$ cat src/owmr_pkg.sv
`default_nettype none

package owmr_pkg;

    // memory size and its index width
    localparam int STORE_BYTES = 32;
    localparam int STORE_AW    = (STORE_BYTES > 1) ? $clog2(STORE_BYTES) : 1;

    // protocol constants
    localparam logic [7:0] CMD_READ  = 8'hC3;
    localparam int         PAGE_SIZE = 32'h20;
    localparam int         PAGE_AW   = $clog2(PAGE_SIZE);
    localparam logic [7:0] IDLE_BYTE = 8'hFF;
    localparam logic [7:0] CRC_POLY  = 8'h8C;

    // field widths
    localparam int OP_W      = 2;
    localparam int BYTE_W    = 8;
    localparam int LOAD_IW   = 5;
    localparam int ADDR_W    = 16;
    localparam int STATUS_W  = 2;
    localparam int IN_DATA_W = 24;
    localparam int IN_USER_W = OP_W;
    localparam int OUT_DATA_W = 8;
    localparam int OUT_USER_W = 1 + STATUS_W;

    // operation of one input beat
    typedef enum logic [OP_W-1:0] {
        OP_BUS_RESET = 2'd0,
        OP_RX_BYTE   = 2'd1,
        OP_READ      = 2'd2,
        OP_LOAD      = 2'd3
    } op_t;

    // status of one result beat
    typedef enum logic [STATUS_W-1:0] {
        STATUS_OK          = 2'd0,
        STATUS_UNKNOWN_CMD = 2'd1,
        STATUS_NOT_STREAM  = 2'd2
    } status_t;

    // store write port
    typedef struct packed {
        logic                we;
        logic [STORE_AW-1:0] idx;
        logic [BYTE_W-1:0]   data;
    } store_wr_t;

    // dallas crc-8, reflected, one byte
    function automatic logic [7:0] crc8_byte(input logic [7:0] crc, input logic [7:0] v);
        logic [7:0] c;
        c = crc ^ v;
        for (int i = 0; i < 8; i++) begin
            if (c[0])
                c = (c >> 1) ^ CRC_POLY;
            else
                c = c >> 1;
        end
        return c;
    endfunction

endpackage

`default_nettype wire

$ cat src/owmr_store.sv
`default_nettype none

module owmr_store (
    input  wire logic                            clk,
    input  wire logic                            rst_n,
    input  wire owmr_pkg::store_wr_t             wr,
    input  wire logic [owmr_pkg::STORE_AW-1:0]   rd_idx,
    output logic      [owmr_pkg::BYTE_W-1:0]     rd_data
);
    import owmr_pkg::*;

    logic [BYTE_W-1:0] mem_reg [STORE_BYTES];

    // byte store, cleared on reset, written by host loads
    always_ff @(posedge clk or negedge rst_n)
    begin
        if (!rst_n)
        begin
            for (int i = 0; i < STORE_BYTES; i++)
                mem_reg[i] <= '0;
        end
        else if (wr.we)
        begin
            mem_reg[wr.idx] <= wr.data;
        end
    end

    // read port
    assign rd_data = mem_reg[rd_idx];

endmodule

`default_nettype wire

$ cat src/onewire_memory_read_crc8.sv
`default_nettype none

// channel | dir | tdata (low bit up)                              | tuser
// --------+-----+-------------------------------------------------+--------------------------
// s_      | in  | rx_byte[7:0] load_index[12:8] load_data[20:13]  | op[1:0]
// m_      | out | tx_byte[7:0]                                    | tx_valid[0] status[2:1]
//
// one beat in gives one beat out, in the next cycle; a beat is taken every cycle
// while the result register is empty or being drained.
// the pace is set by the single result register: crc-8 update and store read
// sit in one combinational step between the input port and that register.
// async reset clears phase, address, crc, store and the result valid.
// a stall on m_ holds the result and drops s_tready until it is taken.

module onewire_memory_read_crc8 (
    input  wire logic                               clk,
    input  wire logic                               rst_n,
    input  wire logic                               s_tvalid,
    output logic                                    s_tready,
    input  wire logic [owmr_pkg::IN_DATA_W-1:0]     s_tdata,  // rx_byte, load_index, load_data
    input  wire logic [owmr_pkg::IN_USER_W-1:0]     s_tuser,  // op
    output logic                                    m_tvalid,
    input  wire logic                               m_tready,
    output logic      [owmr_pkg::OUT_DATA_W-1:0]    m_tdata,  // tx_byte
    output logic      [owmr_pkg::OUT_USER_W-1:0]    m_tuser   // tx_valid, status
);
    import owmr_pkg::*;

    typedef enum logic [2:0] {
        PH_IDLE     = 3'd0,
        PH_ADDR_LO  = 3'd1,
        PH_ADDR_HI  = 3'd2,
        PH_HDR_CRC  = 3'd3,
        PH_STREAM   = 3'd4,
        PH_PAGE_CRC = 3'd5,
        PH_HALTED   = 3'd6
    } phase_t;

    phase_t              phase_reg, phase_next;
    logic [ADDR_W-1:0]   addr_reg, addr_next;
    logic [7:0]          crc_reg, crc_next;
    logic                m_valid_reg, m_valid_next;
    logic [BYTE_W-1:0]   tx_byte_reg, tx_byte_next;
    logic                tx_valid_reg, tx_valid_next;
    status_t             status_reg, status_next;

    logic                accept;
    op_t                 op;
    logic [BYTE_W-1:0]   rx_byte;
    logic [LOAD_IW-1:0]  load_index;
    logic [BYTE_W-1:0]   load_data;
    logic [ADDR_W-1:0]   addr_inc;
    logic [BYTE_W-1:0]   rd_data;
    logic [BYTE_W-1:0]   stream_byte;
    store_wr_t           store_wr;

    // unpack input beat
    assign op         = op_t'(s_tuser);
    assign rx_byte    = s_tdata[7:0];
    assign load_index = s_tdata[12:8];
    assign load_data  = s_tdata[20:13];

    // result register frees or drains
    assign s_tready = !m_valid_reg || m_tready;
    assign accept   = s_tvalid && s_tready;

    // byte store
    assign store_wr.we   = accept && (op == OP_LOAD) && (32'(load_index) < 32'(STORE_BYTES));
    assign store_wr.idx  = STORE_AW'(load_index);
    assign store_wr.data = load_data;

    owmr_store u_store (
        .clk     (clk),
        .rst_n   (rst_n),
        .wr      (store_wr),
        .rd_idx  (addr_reg[STORE_AW-1:0]),
        .rd_data (rd_data)
    );

    // streamed byte, idle past the end of the store
    assign stream_byte = (32'(addr_reg) < 32'(STORE_BYTES)) ? rd_data : IDLE_BYTE;
    assign addr_inc    = addr_reg + ADDR_W'(1);

    // next state and result
    always_comb
    begin
        phase_next    = phase_reg;
        addr_next     = addr_reg;
        crc_next      = crc_reg;
        m_valid_next  = m_valid_reg && !m_tready;
        tx_byte_next  = tx_byte_reg;
        tx_valid_next = tx_valid_reg;
        status_next   = status_reg;

        if (accept)
        begin
            m_valid_next  = 1'b1;
            tx_byte_next  = IDLE_BYTE;
            tx_valid_next = 1'b0;
            status_next   = STATUS_OK;

            unique case (op)
                OP_BUS_RESET:
                begin
                    phase_next = PH_IDLE;
                    addr_next  = '0;
                    crc_next   = '0;
                end
                OP_RX_BYTE:
                begin
                    unique case (phase_reg)
                        PH_IDLE:
                        begin
                            if (rx_byte == CMD_READ)
                            begin
                                crc_next   = crc8_byte(8'h00, rx_byte);
                                phase_next = PH_ADDR_LO;
                            end
                            else
                            begin
                                status_next = STATUS_UNKNOWN_CMD;
                                phase_next  = PH_HALTED;
                            end
                        end
                        PH_ADDR_LO:
                        begin
                            crc_next   = crc8_byte(crc_reg, rx_byte);
                            addr_next  = {8'h00, rx_byte};
                            phase_next = PH_ADDR_HI;
                        end
                        PH_ADDR_HI:
                        begin
                            crc_next   = crc8_byte(crc_reg, rx_byte);
                            addr_next  = {rx_byte, addr_reg[7:0]};
                            phase_next = PH_HDR_CRC;
                        end
                        default:
                        begin
                            // ignored once the address is taken, and while halted
                        end
                    endcase
                end
                OP_READ:
                begin
                    unique case (phase_reg)
                        PH_HDR_CRC, PH_PAGE_CRC:
                        begin
                            tx_byte_next  = crc_reg;
                            tx_valid_next = 1'b1;
                            crc_next      = '0;
                            phase_next    = PH_STREAM;
                        end
                        PH_STREAM:
                        begin
                            tx_byte_next  = stream_byte;
                            tx_valid_next = 1'b1;
                            crc_next      = crc8_byte(crc_reg, stream_byte);
                            addr_next     = addr_inc;
                            if (addr_inc[PAGE_AW-1:0] == '0)
                                phase_next = PH_PAGE_CRC;
                        end
                        default:
                        begin
                            status_next = STATUS_NOT_STREAM;
                        end
                    endcase
                end
                OP_LOAD:
                begin
                    // store written through its own port
                end
                default:
                begin
                end
            endcase
        end
    end

    // state and result registers
    always_ff @(posedge clk or negedge rst_n)
    begin
        if (!rst_n)
        begin
            phase_reg    <= PH_IDLE;
            addr_reg     <= '0;
            crc_reg      <= '0;
            m_valid_reg  <= 1'b0;
            tx_byte_reg  <= IDLE_BYTE;
            tx_valid_reg <= 1'b0;
            status_reg   <= STATUS_OK;
        end
        else
        begin
            phase_reg    <= phase_next;
            addr_reg     <= addr_next;
            crc_reg      <= crc_next;
            m_valid_reg  <= m_valid_next;
            tx_byte_reg  <= tx_byte_next;
            tx_valid_reg <= tx_valid_next;
            status_reg   <= status_next;
        end
    end

    // output beat
    assign m_tvalid = m_valid_reg;
    assign m_tdata  = tx_byte_reg;
    assign m_tuser  = {status_reg, tx_valid_reg};

endmodule

`default_nettype wire

$ cat config.mk
export PLATFORM = sky130hd
export DESIGN_NAME = onewire_memory_read_crc8
export DESIGN_NICKNAME = d
export VERILOG_FILES = /design/src/owmr_pkg.sv /design/src/owmr_store.sv /design/src/onewire_memory_read_crc8.sv
export SDC_FILE = /design/constraint.sdc
export NUM_CORES = 1
export LEC_CHECK = 0
export CORE_AREA = 2 2 185 187
export CTS_BUF_LIST = sky130_fd_sc_hd__clkbuf_8
export CTS_CLUSTER_SIZE = 40
export DETAILED_ROUTE_END_ITERATION = 8
export DIE_AREA = 0 0 187 189
export DONT_BUFFER_PORTS = 1
export PLACE_DENSITY = 0.56
export SYNTH_ARGS = -nofsm -noshare
export SYNTH_HDL_FRONTEND = slang
export SYNTH_SLANG_ARGS = --single-unit
$ cat constraint.sdc
create_clock -name clk -period 3.7 [get_ports clk]
set_clock_uncertainty 0.1 [all_clocks]
set_input_delay 0.185 -clock clk [delete_from_list [all_inputs] [get_ports clk]]
set_output_delay 0.185 -clock clk [all_outputs]
set_load 0.005 [all_outputs]
==> summary.md, run 1 <==
| Metric | Value |
|---|---|
| Status | `finished, violations left` |
| Failing checks | `negative hold slack` |
| CP max FO | `8` |
| Crit-path cells | `nand2b_1 > and2_0 > nand4_1 > nor2_1 > buf_4 > mux2_2 > dlygate4sd3_1` |
| Worst Max-Slew Pin Slew | `about 0.96 ns` |
| Adder-Cell Fraction of Synth Area | `0.00507` |
| Post-synth top cells | `287 x dfrtp_1, 260 x mux2_2, 70 x nor2_1` |
| Cell row count | `67` |
| GRT overflow | `0` |
| DR WL/cell | `22.3 um` |
| Worst-path clk slew | `0.06 ns` |
| Num ports | `43` |
| Top-count cell post-synth | `dfrtp_1` |
| Area of the multi-input gates | `about 7000 um2` |
| Switching share of power | `0.300` |
| RSZ-0062 raised after global routing | `false` |
| Synth cell types | `62` |
| Post-synth EDFFs | `0` |
| WS Path Type | `reg -> reg` |
| Root Driver | `clkbuf_8` |
| Number of DRC markers in iteration 0 | `about 600` |
| Die Y | `189 um` |
| Asr flop ratio synth | `1.00` |
| Vias in the first global route | `slightly below 10000` |
| Gr usage total | `0.220` |
| Worst-skew pair later-pin latency | `just under 0.6 ns` |
| Fin area | `between 15000 and 20000 um2` |
| Synthesized flop and latch total | `roughly 300` |
| Layout Area Growth over Synthesis | `15.1%` |
| Worst VDD drop | `~0.25 mV` |
| First-pass iteration count of the detailed router | `5` |
| Top_reg_cell synth | `dfrtp_1` |
| Area of the mapped netlist | `between 10000 and 15000 um2` |
| Synth Area in XOR/XNOR | `0.0364` |
| CP endpoint kind | `flop` |
| Final net count | `roughly 1200` |
| Cts-stage hold buffer count | `38` |
| Max H-tree Level | `2` |
| Initial antenna violation count | `0` |
| Number of buffers added on ports | `0` |
| Power per Cell Area | `about 520 nW/um2` |
| Synth Area in Compound Gates | `0.0566` |
| Share of layout cells above drive strength 1 | `0.390` |
| CTS Buf Count | `51` |
| Post-DRT Antenna Nets | `0` |
| Fin cells | `approximately 1700` |
| Die ar. | `about 35000 um2` |
| Hold Crit Class | `in -> async` |
| CTS Buffer Depth | `3` |
| Setup violations, final | `0` |
| Int Pwr | `6.25 mW` |
| Die width | `roughly 190 um` |
| WHS | `-0.808 ns` |
| CTS tree | `built` |
| GP Congestion | `0.821` |
| Final period util | `0.915` |
| Placed instance count | `1560` |
| Critical path arrival | `3.75 ns` |
| Slew Viols, Final | `0` |
| YS warnings | `0` |
| Initial Utilization | `0.445` |
| Dominant cell type by area after synthesis | `dfrtp_1` |
| Combinational Power Share | `0.243` |
| Clock Sinks | `approximately 300` |
| Synth Area in Simple Gates | `0.0667` |
| Global-route wire length before repair | `about 60000 um` |
| Drt total wl | `37700 um` |
| Mux contribution to synthesized area | `0.308` |
| Slew margin rel. | `0.361` |
| Worst Path Required | `approximately 4 ns` |
| Sequential fraction of design power | `0.421` |
| Post-synth net total | `around 1200` |
| Post-DP HPWL | `between 20000 and 25000 um` |
| CP max stage delay | `roughly 0.58 ns` |
| Share of the synthesized area in the top cell type | `0.485` |
| Worst setup SP type | `flop` |
| Sequential area share after synthesis | `0.499` |
| Core area | `between 30000 and 40000 um2` |
| Min cycle time layout | `between 3 and 4 ns` |
| Final hold vios | `a little under 300` |
| FF/Latch Area | `7400 um2` |
| Cell Area, Placed | `between 15000 and 20000 um2` |
| Max reg flops | `256` |
| Buf/Inv on CP | `2` |
| Top delay family on crit path | `simple AND/OR/NAND/NOR gates` |
| Gate Count Post-Synth | `1132` |
| Top cells by area, synth | `dfrtp_1 49%, mux2_2 20%, mux4_2 8.8%` |
| Largest net degree at the start of global routing | `~300` |
| Crit-path slowest cell | `nand4_1` |
| # fillers | `roughly 2900` |
| Vias per Instance | `roughly 5.6` |
| Leakage | `around 8 nW` |
| Setup_tns | `0 ns` |
| Mean Syn Cell Area | `about 13 um2` |
| Main combinational cell family by area after synthesis | `multiplexers` |
| Max Cap Viol | `0` |
| Drt drc | `0` |
| Via count | `~9500` |
| Clock power frac | `0.336` |
| Net Switching | `2.68 mW` |
| Max Fclk | `around 300 MHz` |
-- cell type report --
| type | instances | share of cell area |
|---|---|---|
| Tap cell | 448 | 0.0329 |
| Antenna cell | 1 | 0.000147 |
| Inverter | 14 | 0.00308 |
| Multi-Input combinational cell | 743 | 0.411 |
| Clock buffer | 69 | 0.0557 |
| Timing Repair Buffer | 98 | 0.0571 |
| Clock inverter | 23 | 0.00587 |
| Sequential cell | 295 | 0.434 |
-- layout by cell type, fill, tap and decap left out, types with 8 or more instances in the layout --
cell type,netlist,routed
dfrtp_1,287,285
mux2_2,260,260
nor2_1,70,70
clkbuf_8,0,69
mux4_2,58,58
buf_4,2,55
nand2_1,42,42
xnor2_1,36,36
o21ai_0,33,33
mux2i_1,32,32
dlygate4sd3_1,0,30
inv_1,13,27
a22oi_1,24,24
nand3_1,22,22
a21oi_1,22,22
xor2_1,16,16
nand2b_1,14,14
buf_12,0,13
and3_1,9,9
o21ai_1,8,8
a32oi_1,8,8
clkinv_2,0,8
dfstp_2,8,8
-- worst register-to-register path, stage by stage (launching register included) --
cell	delay, ns
dfrtp_1	0.42
nand2b_1	0.20
and2_0	0.35
nand4_1	0.59
nor2_1	0.44
buf_4	0.25
mux2_2	0.35
dlygate4sd3_1	0.56
-- path summary, 6_finish.rpt --
| check | startpoint | to | slack (ns) | cells past startpoint |
|---|---|---|---|---|
| max | m_tvalid | u_store.mem_reg[66] | 0.32 | 7 |
| max reg2reg | m_tvalid | u_store.mem_reg[66] | 0.32 | 7 |
| max in group asynchronous | rst_n | crc_reg[0] | 3.51 | 0 |
| min | rst_n | addr_reg[13] | -0.81 | 0 |
| min reg2reg | u_store.mem_reg[109] | u_store.mem_reg[109] | 0.40 | 1 |
| min in group clk | s_tuser[1] | crc_reg[4] | 0.03 | 2 |
-- layer usage --
layer / share of wire / vias to the layer above / track usage
met5: 0 / - / 0
met1: 0.46 / 4978 / 0.312
met2: 0.46 / 224 / 0.349
met3: 0.046 / 65 / 0.0374
li1: - / 4277 / -
met4: 0.025 / 0 / 0.0681
-- through the flow --
step | power, mW | util | worst slack, ns | hold WS (ns)
6_report | 8.92 | 0.512 | 0.315 | -0.808
3_5_place_dp | 5.87 | 0.467 | 0.314 | -0.197
5_1_grt | 9.40 | 0.512 | 0.126 | -0.838
2_1_floorplan | 5.38 | - | 0.629 | -0.211
3_3_place_gp | 5.84 | 0.467 | 0.304 | -0.197
4_1_cts | 9.02 | 0.512 | 0.288 | -0.836
-- logic make-up after synthesis --
kind of cell / after synthesis
buffers and inverters: 94
xor gates and xnor gates: 56
and+or+nand+nor: 203
AOI/OAI and AO/OA: 127
muxes: 351
adders and majority gates: 6
DFF: 295
-- power groups by stage --
stage,registers (mW),logic [mW],clock network (mW)
floorplan,3.66,1.72,0
global placement,3.79,2.05,0
detailed placement,3.80,2.06,0
CTS,3.75,2.18,3.09
global route,3.79,2.37,3.24
finish,3.75,2.17,3.00
-- timing repair --
item                      4_1_cts  5_1_grt
hold endpoints to repair      578      295
gates resized for setup         0        0
buffers inserted                0        0
(Power assumes the default switching activity.)
==> inputs of run 2 (changes only) <==
==> constraint.sdc (replaced) <==
create_clock -name clk -period 3.7 [get_ports clk]
set_clock_uncertainty 0.1 [all_clocks]
set_input_delay 0.37 -clock clk [delete_from_list [all_inputs] [get_ports clk]]
set_output_delay 0.37 -clock clk [all_outputs]
set_load 0.005 [all_outputs]
==> run 2 against run 1 <==
Net effect:
- the run ends with negative hold slack, max-slew violations left
- first-iteration DRC count increased by 19%
- maximum frequency fell by 1.1%
- die area stayed put
- wire length fell by 1.6%
- via count fell by 1.8%
==> summary.md, run 2 (synthesis gave the netlist of run 1 again) <==
| Metric | Value |
|---|---|
| Max Cap Viol | `0 (unchanged)` |
| Die ar. | `35300 um2 (unchanged)` |
| Number of buffers added on ports | `0 (unchanged)` |
| Post-DRT Antenna Nets | `0 (unchanged)` |
| Worst-skew pair later-pin latency | `0.58 ns (about the same)` |
| Num ports | `43 (unchanged)` |
| Fin util | `0.502 (-0.0104)` |
| Slew Viols, Final | `135 (+135)` |
| Setup violations, final | `0 (unchanged)` |
| Critical path arrival | `3.77 ns (+0.02 ns)` |
| Worst Max-Slew Pin Slew | `1.68 ns (+0.724 ns)` |
| Most common cell after layout, fill and taps aside | `dfrtp_1` |
| Core area | `33300 um2 (unchanged)` |
| Vias per Instance | `5.65 (+0.11%)` |
| Worst setup SP type | `flop` |
| CP endpoint kind | `flop` |
| CP max FO | `18 (+10)` |
| DR WL/cell | `22.4 um (+0.41%)` |
| CTS tree | `built` |
| Number of DRC markers in iteration 0 | `710 (+19%)` |
| Drt total wl | `37100 um (-1.6%)` |
| Max reg flops | `256 (unchanged)` |
| Gr usage total | `0.216 (-0.00468)` |
| Initial antenna violation count | `0 (unchanged)` |
| Min cycle time layout | `3.42 ns (+0.0379 ns)` |
| Layout Area Growth over Synthesis | `12.8%` |
| Post-DP HPWL | `24300 um (+0.78%)` |
| Cts-stage hold buffer count | `18 (-53%)` |
| Hold Crit Class | `in -> async` |
| GRT overflow | `0 (unchanged)` |
| R2R Setup Slk | `0.28 ns (-0.04 ns)` |
| Max Fclk | `292 MHz (-1.1%)` |
| Initial Utilization | `0.445 (unchanged)` |
| Final period util | `0.925 (+0.0102)` |
| Most frequent cells in the layout | `285 x dfrtp_1, 260 x mux2_2, 70 x nor2_1, 58 x mux4_2, 56 x clkbuf_8` |
| Clock Sinks | `295 (unchanged)` |
| Failing checks | `negative hold slack, max-slew violations` |
| Root Driver | `clkbuf_8` |
| Leakage | `7.65 nW (-2.2%)` |
| Diode count | `0 (-1)` |
| WS Path Type | `reg -> reg` |
| CTS Buf Count | `52 (+2.0%)` |
| Power per Cell Area | `516 nW/um2 (-1.4%)` |
| Cell row count | `67 (unchanged)` |
| Final hold vios | `295 (unchanged)` |
| Largest net degree at the start of global routing | `296 (unchanged)` |
| Worst VDD drop | `0.252 mV (-0.28%)` |
| Vias in the first global route | `9820 (-1.2%)` |
| Slew margin rel. | `-0.121 (-0.482)` |
| Drt drc | `0 (unchanged)` |
| Worst Path Required | `4.05 ns (-0.02 ns)` |
| CTS Buffer Depth | `3 (unchanged)` |
| Die Y | `189 um (unchanged)` |
| Global-route wire length before repair | `59000 um (-1.7%)` |
| First-pass iteration count of the detailed router | `5 (unchanged)` |
| Via count | `9368 (-1.8%)` |
| Die width | `187 um (unchanged)` |
| Setup_tns | `0 ns (unchanged)` |
| RSZ-0062 raised after global routing | `false` |
| Worst-path clk slew | `0.06 ns (about the same)` |
| Final net count | `1220 (-1.5%)` |
| WHS | `-0.606 ns (+0.202 ns)` |
| Status | `finished, violations left` |
| GP Congestion | `0.834 (+1.6%)` |
| Max H-tree Level | `2 (unchanged)` |
| Share of layout cells above drive strength 1 | `0.391 (+0.000410)` |
[run 2: power breakdown]
part           internal [mW]  switching, mW  leakage (nW)
sequential              3.50          0.258          4.01
combinational           1.08           1.04          3.11
clock                   1.44           1.30         0.529
total                   6.02           2.60          7.65
[run 2: path summary, 6_finish.rpt]
path	start	to	cells past startpoint
min in group clk	s_tvalid	tx_valid_reg	3
setup / recovery	addr_reg[0]	crc_reg[7]	9
hold / removal	rst_n	addr_reg[13]	0
max in group asynchronous	rst_n	addr_reg[1]	0
hold reg to reg	u_store.mem_reg[10]	u_store.mem_reg[10]	1
setup reg to reg	addr_reg[0]	crc_reg[7]	9
[run 2: worst max-delay path: stages, from the launching register on]
cell and delay, ns:
dfrtp_4 0.51, buf_12 0.22, mux4_2 0.55, mux4_2 0.51
nor2b_1 0.17, a211oi_2 0.32, xnor2_1 0.18, o21bai_1 0.23
a2111oi_2 0.40, a2111oi_2 0.09
[run 2: final cells by class]
cell class                 count  area, um2
clock buffer                  56        771
clock inverter                24        130
fill                        2985      16600
inverter                      14       52.6
multi-input combinational    743       7010
sequential                   295       7400
tap                          448        561
timing repair buffer          78        773
[run 2: metal layers]
metal | GRT usage | up-vias | part of all wire
met3 | 0.0439 | 61 | 0.053
met1 | 0.301 | 4874 | 0.46
met2 | 0.343 | 194 | 0.46
met5 | 0 | - | 0
met4 | 0.0620 | 0 | 0.021
li1 | - | 4239 | -
[run 2: repair_timing]
item                       CTS  global route
setup endpoints to repair    0             1
hold endpoints to repair   568           295
resized for setup            0             1
setup buffers                0             0
[run 2: stage by stage]
stage / cells / power (mW) / worst slack, ns / hold WS (ns) / area (um2)
finish: 1658 / 8.62 / 0.277 / -0.606 / 16700
global route: 1658 / 9.08 / 0.0548 / -0.630 / 16700
CTS: 1658 / 8.69 / 0.209 / -0.626 / 16700
detailed placement: 1560 / 5.86 / 0.221 / -0.0100 / 15500
global placement: 1560 / 5.83 / 0.288 / -0.0110 / 15500
floorplan: 1132 / 5.38 / 0.629 / -0.0256 / 14800
